==> src/rtl/core/rotation_from_angle_axis_defines.svh <==
// Assertion macros for the rotation block.
`ifndef ROTATION_FROM_ANGLE_AXIS_DEFINES_SVH
`define ROTATION_FROM_ANGLE_AXIS_DEFINES_SVH
`ifndef SYNTH
`define RFA_ASSERT_IMPL(label, clk, rst_n, ante, cons) \
	label: assert property (@(posedge clk) disable iff (!rst_n) (ante) |-> (cons)) \
	else $error("assertion failed");
`define RFA_ASSERT_NEXT(label, clk, rst_n, ante, cons) \
	label: assert property (@(posedge clk) disable iff (!rst_n) (ante) |=> (cons)) \
	else $error("assertion failed");
`else
`define RFA_ASSERT_IMPL(label, clk, rst_n, ante, cons)
`define RFA_ASSERT_NEXT(label, clk, rst_n, ante, cons)
`endif
`endif

==> src/rtl/core/rfa_pkg.sv <==
// Package: widths, CORDIC constants and arctangent table.
package rfa_pkg;
	localparam int CORDIC_STAGES = 16;
	localparam int FRAC_BITS = 14;
	localparam int WORK_FRAC = 30;
	localparam int ANGLE_FRAC = 13;
	localparam int WW = 34;
	localparam int TABLE_LEN = 24;
	localparam int IDXW = $clog2(TABLE_LEN);
	localparam logic signed [WW-1:0] PI_W = 34'sd3373259426;
	localparam logic signed [WW-1:0] HALF_PI_W = 34'sd1686629713;
	localparam logic signed [WW-1:0] GAIN_W = 34'sd652032874;
	localparam logic signed [WW-1:0] ONE_W = 34'sd1073741824;

	typedef logic signed [WW-1:0] work_t;
	typedef logic signed [15:0] word_t;

	typedef struct packed {
		logic vld;
		logic flip;
		work_t x;
		work_t y;
		work_t z;
		word_t ax;
		word_t ay;
		word_t az;
	} cell_t;

	function automatic work_t atan_w(input logic [IDXW-1:0] i);
		logic [31:0] r;
		case (i)
			5'd0: r = 32'h3243F6A8; 5'd1: r = 32'h1DAC6705; 5'd2: r = 32'h0FADBAFC;
			5'd3: r = 32'h07F56EA6; 5'd4: r = 32'h03FEAB76; 5'd5: r = 32'h01FFD55B;
			5'd6: r = 32'h00FFFAAA; 5'd7: r = 32'h007FFF55; 5'd8: r = 32'h003FFFEA;
			5'd9: r = 32'h001FFFFD; 5'd10: r = 32'h000FFFFF; 5'd11: r = 32'h0007FFFF;
			5'd12: r = 32'h0003FFFF; 5'd13: r = 32'h0001FFFF; 5'd14: r = 32'h0000FFFF;
			5'd15: r = 32'h00007FFF; 5'd16: r = 32'h00003FFF; 5'd17: r = 32'h00001FFF;
			5'd18: r = 32'h00000FFF; 5'd19: r = 32'h000007FF; 5'd20: r = 32'h000003FF;
			5'd21: r = 32'h000001FF; 5'd22: r = 32'h000000FF; 5'd23: r = 32'h0000007F;
			default: r = 32'h0;
		endcase
		return work_t'({2'b00, r});
	endfunction
endpackage

==> src/rtl/core/rfa_cell.sv <==
// One CORDIC rotation cell: a micro-rotation plus a register to the next cell.
module rfa_cell (
	input  logic                     clk,
	input  logic                     arst_n,
	input  logic [rfa_pkg::IDXW-1:0] stage,
	input  rfa_pkg::cell_t           d,
	output rfa_pkg::cell_t           q
);
	rfa_pkg::cell_t n;
	rfa_pkg::work_t dx, dy;
	always_comb begin
		dx = d.y >>> stage;
		dy = d.x >>> stage;
		n = d;
		if (!d.z[rfa_pkg::WW-1]) begin
			n.x = d.x - dx;
			n.y = d.y + dy;
			n.z = d.z - rfa_pkg::atan_w(stage);
		end else begin
			n.x = d.x + dx;
			n.y = d.y - dy;
			n.z = d.z + rfa_pkg::atan_w(stage);
		end
	end
	always_ff @(posedge clk or negedge arst_n) begin
		if (!arst_n) q <= '0;
		else q <= n;
	end
endmodule

==> config.mk <==
export PLATFORM = sky130hd
export DESIGN_NAME = rfa_cell
export DESIGN_NICKNAME = d
export VERILOG_FILES = /design/src/rtl/core/rotation_from_angle_axis_defines.svh /design/src/rtl/core/rfa_pkg.sv /design/src/rtl/core/rfa_cell.sv
export SDC_FILE = /design/constraint.sdc
export NUM_CORES = 1
export LEC_CHECK = 0
export BUFFER_PORTS_ARGS = -buffer_cell sky130_fd_sc_hd__buf_2
export CORE_ASPECT_RATIO = 0.9
export CORE_MARGIN = 1.5
export CORE_UTILIZATION = 35
export CTS_BUF_LIST = sky130_fd_sc_hd__clkbuf_4 sky130_fd_sc_hd__clkbuf_8 sky130_fd_sc_hd__clkbuf_16
export CTS_CLUSTER_SIZE = 20
export DETAILED_ROUTE_END_ITERATION = 8
export PLACE_DENSITY = 0.62
export SLEW_MARGIN = 15
export SYNTH_ARGS = -nofsm -noshare
export SYNTH_HDL_FRONTEND = slang
export SYNTH_SLANG_ARGS = --single-unit
==> constraint.sdc <==
create_clock -name clk -period 0.8 [get_ports clk]
set_input_delay 0.16 -clock clk [delete_from_list [all_inputs] [get_ports clk]]
set_output_delay 0.16 -clock clk [all_outputs]
set_load 0.03 [all_outputs]
==> metrics.md <==
| Metric | Value |
|---|---|
| Outcome | complete, but fails checks |
| Failing checks | negative hold slack, negative setup slack |
| First-pass GRT wire length | roughly 120 mm |
| Tot Pwr | ~58 mW |
| TritonCTS clock tree | done |
| Max reg flops | between 150 and 200 |
| Max cap viols | 0 |
| Worst min-delay path class | primary input to register |
| Slew HR | between 40% and 50% |
| Buffers added on ports | just over 300 |
| Peak supply drop | between 2 and 2.5 mV |
| Tot GR Track Use | 32.1% |
| Worst Path Required | 1.22 ns |
| Worst EP arrival | roughly 5.2 ns |
| DRT iter0 DRCs | approximately 1600 |
| Largest net degree at the start of global routing | 62 |
| Synthesized netlist cell count | between 1500 and 2000 |
| CTS clk-pin slew, worst paths | roughly 0.08 ns |
| Regs by FF count | q (152) |
| Layout area overhead | 81.1% |
| Final min period | 4.78 ns |
| H-tree lvl count | 4 |
| Hpwl dp | slightly above 60 mm |
| # clock sinks | 152 |
| Initial core utilization | between 30% and 40% |
| Total routed wirelength | 81.1 mm |
| Period utilisation layout | 597% |
| Drt pass-1 iters | 6 |
| Hold buffers post-CTS | 51 |
| Synth warnings | 0 |
| EDFF count, synth | 0 |
| Commonest cells in the netlist | dfrtp_1, a21oi_1, nor2_1, nand2_1, ha_1 |
| CP Max Fanout | 5 |
| Die Span X | 230 µm |
| Synthesized area per cell | 9.22 µm² |
| Setup WS post-layout | -3.98 ns |
| Filler instances | around 3600 |
| Post-Syn Nets | 2037 |
| Pin slew with the least headroom to its limit | 0.870 ns |
| Largest Register | q |
| Post-synth top area cell | dfrtp_1 |
| Vias in the first global route | around 20000 |
| Synth Cell Area | roughly 0.016 mm² |
| Final Max Tran Viols | 0 |
| Leakage | 13.7 nW |
| Initial antenna violation count | 3 |
| Crit end category | register |
| Most used flip-flop cell after synthesis | dfrtp_1 |
| Core area | about 0.046 mm² |
| Hold path depth | 2 |
| Nets | about 3200 |
| #FFs+latches synth | ~150 |
| Fmax achieved | around 210 MHz |
| Final setup fails | 254 |
| Pwr Density | between 1500 and 2000 mW/mm² |
| Gp weighted congestion | around 1 |
| Clock Tree Buf Depth | 2 |
| Share of the synthesized area in the top cell type | between 20% and 30% |
| Die Area | 0.0478 mm² |
| Ports | 311 |
| Chip height | around 210 µm |
| Layout cells sized above 1 | about 57% |
| FP Rows | 74 |
| Final core occ | between 60% and 70% |
| Drt wl/cell | 22.9 µm |
| CP Class | primary input to register |
| Synth area leaders | dfrtp_1, mux4_2, ha_1, xnor2_1, a21oi_1 |
| DR DRC count | 0 |
| Fin. Hold Viols | 1 |
| Setup TNS Final | -361.84 ns |
| RSZ-0062 raised after global routing | true |
| Hold_ws | -0.0698 ns |
| Vias/cell | 5.65 |
| Post-synthesis cell type count | 91 |
| Num CTS Buffers | 17 |
| Final ANT Viol Nets | 0 |
| Count leader, synth | dfrtp_1 |
| Vias | approximately 20000 |
| Worst setup SP type | primary input |
| Post-synth ARST share | 100% |
| Root cell of the clock tree | clkbuf_16 |
| Sequential share of the synthesized area | a little under a quarter |
| Remaining global-route overflow | 0 |
cell usage in the layout, fill, tap and decap left out, drive strengths merged, types with 16 or more instances in the layout:
cell	netlist	layout
a211oi	19	19
a21o	51	51
a21oi	143	143
a221oi	16	16
a31oi	30	30
and2	18	18
and3	16	16
buf	57	1183
clkbuf	44	17
dfrtp	152	152
dlygate4sd3	0	51
ha	110	110
inv	51	60
mux2	37	37
mux2i	59	59
mux4	87	87
nand2	118	118
nand2b	19	19
nand3	31	31
nor2	141	141
nor2b	20	20
nor3	28	28
o211ai	19	19
o21ai	88	88
o21bai	18	18
xnor2	109	109
xor2	63	63
metrics by stage:
step           area (µm²)  hold slack, ns  setup slack [ns]  instances
6_report            29500         -0.0698             -3.98       3540
2_1_floorplan       17000          -0.136             -4.36       1765
3_3_place_gp        24600           0.149             -4.77       3346
5_1_grt             29500         -0.0822             -4.16       3540
3_5_place_dp        24600           0.146             -4.83       3346
4_1_cts             27400          -0.115             -3.80       3492
power by group:
part           total (mW)  switching [mW]  internal (mW)  leakage (nW)
sequential           11.1            1.15           9.95          1.77
clock                8.88            4.55           4.33         0.306
combinational        37.6            18.9           18.6          11.7
worst paths after layout:
kind | startpoint | to | slack (ns)
worst max-delay path | stage[0] | q[148]$_DFF_PN0_ | -3.98
worst min-delay path | d[48] | q[48]$_DFF_PN0_ | -0.07
max in group asynchronous | arst_n | q[123]$_DFF_PN0_ | 0.20
min in group asynchronous | arst_n | q[52]$_DFF_PN0_ | 0.22
worst max-delay path: stages:
cell       delay (ns)
buf_16           0.13
buf_12           0.12
buf_8            0.12
mux4_2           0.52
mux2i_2          0.23
buf_4            0.17
a22oi_2          0.06
and3_4           0.24
buf_6            0.11
and4b_1          0.28
or4b_4           0.52
nor2_4           0.15
a21oi_2          0.07
xnor2_1          0.15
ha_1             0.32
and4_4           0.25
nand2_2          0.06
or3_4            0.40
a21oi_4          0.23
o31ai_4          0.08
nand4bb_4        0.28
a221oi_2         0.33
xor2_1           0.18
layout make-up:
| class | count | area, µm² | share of cell area (%) |
|---|---|---|---|
| Clock inverter | 15 | 209 | 0.709 |
| Antenna cell | 2 | 5.00 | 0.0170 |
| Sequential cell | 152 | 3800 | 12.9 |
| Clock buffer | 17 | 425 | 1.44 |
| Timing Repair Buffer | 1234 | 10300 | 35.1 |
| Inverter | 52 | 208 | 0.705 |
| Tap cell | 608 | 761 | 2.58 |
| Multi-Input combinational cell | 1460 | 13700 | 46.5 |
logic make-up (layout without fill, tap and decap cells):
group           Yosys count  count (layout)  synth area share [%]
compound gates          530             530                  21.7
simple gates            462             462                  14.1
fa+ha+maj               113             113                  8.83
buf+inv                 153            1318                  4.57
mux                     183             183                  18.2
flops                   152             152                  23.4
xor+xnor                172             172                  9.26
other cells               0               2                     0
per-layer routing:
metal | up-vias | global-route usage, % | part of all wire, %
met5 | - | 0 | 0.017
met4 | 2 | 13.3 | 3.9
met3 | 202 | 5.87 | 7.5
met2 | 1007 | 53.5 | 48
met1 | 9804 | 40.9 | 40
li1 | 8988 | - | -
what timing repair did:
action | 4_1_cts | 5_1_grt
endpoints found under the hold margin | 206 | 1
resized for setup | 240 | 577
gates cloned | 4 | 0
pin swaps | 94 | 177
setup endpoints to repair | 254 | 254
setup buffers | 67 | 60
Power figures use the tool's default switching activity.
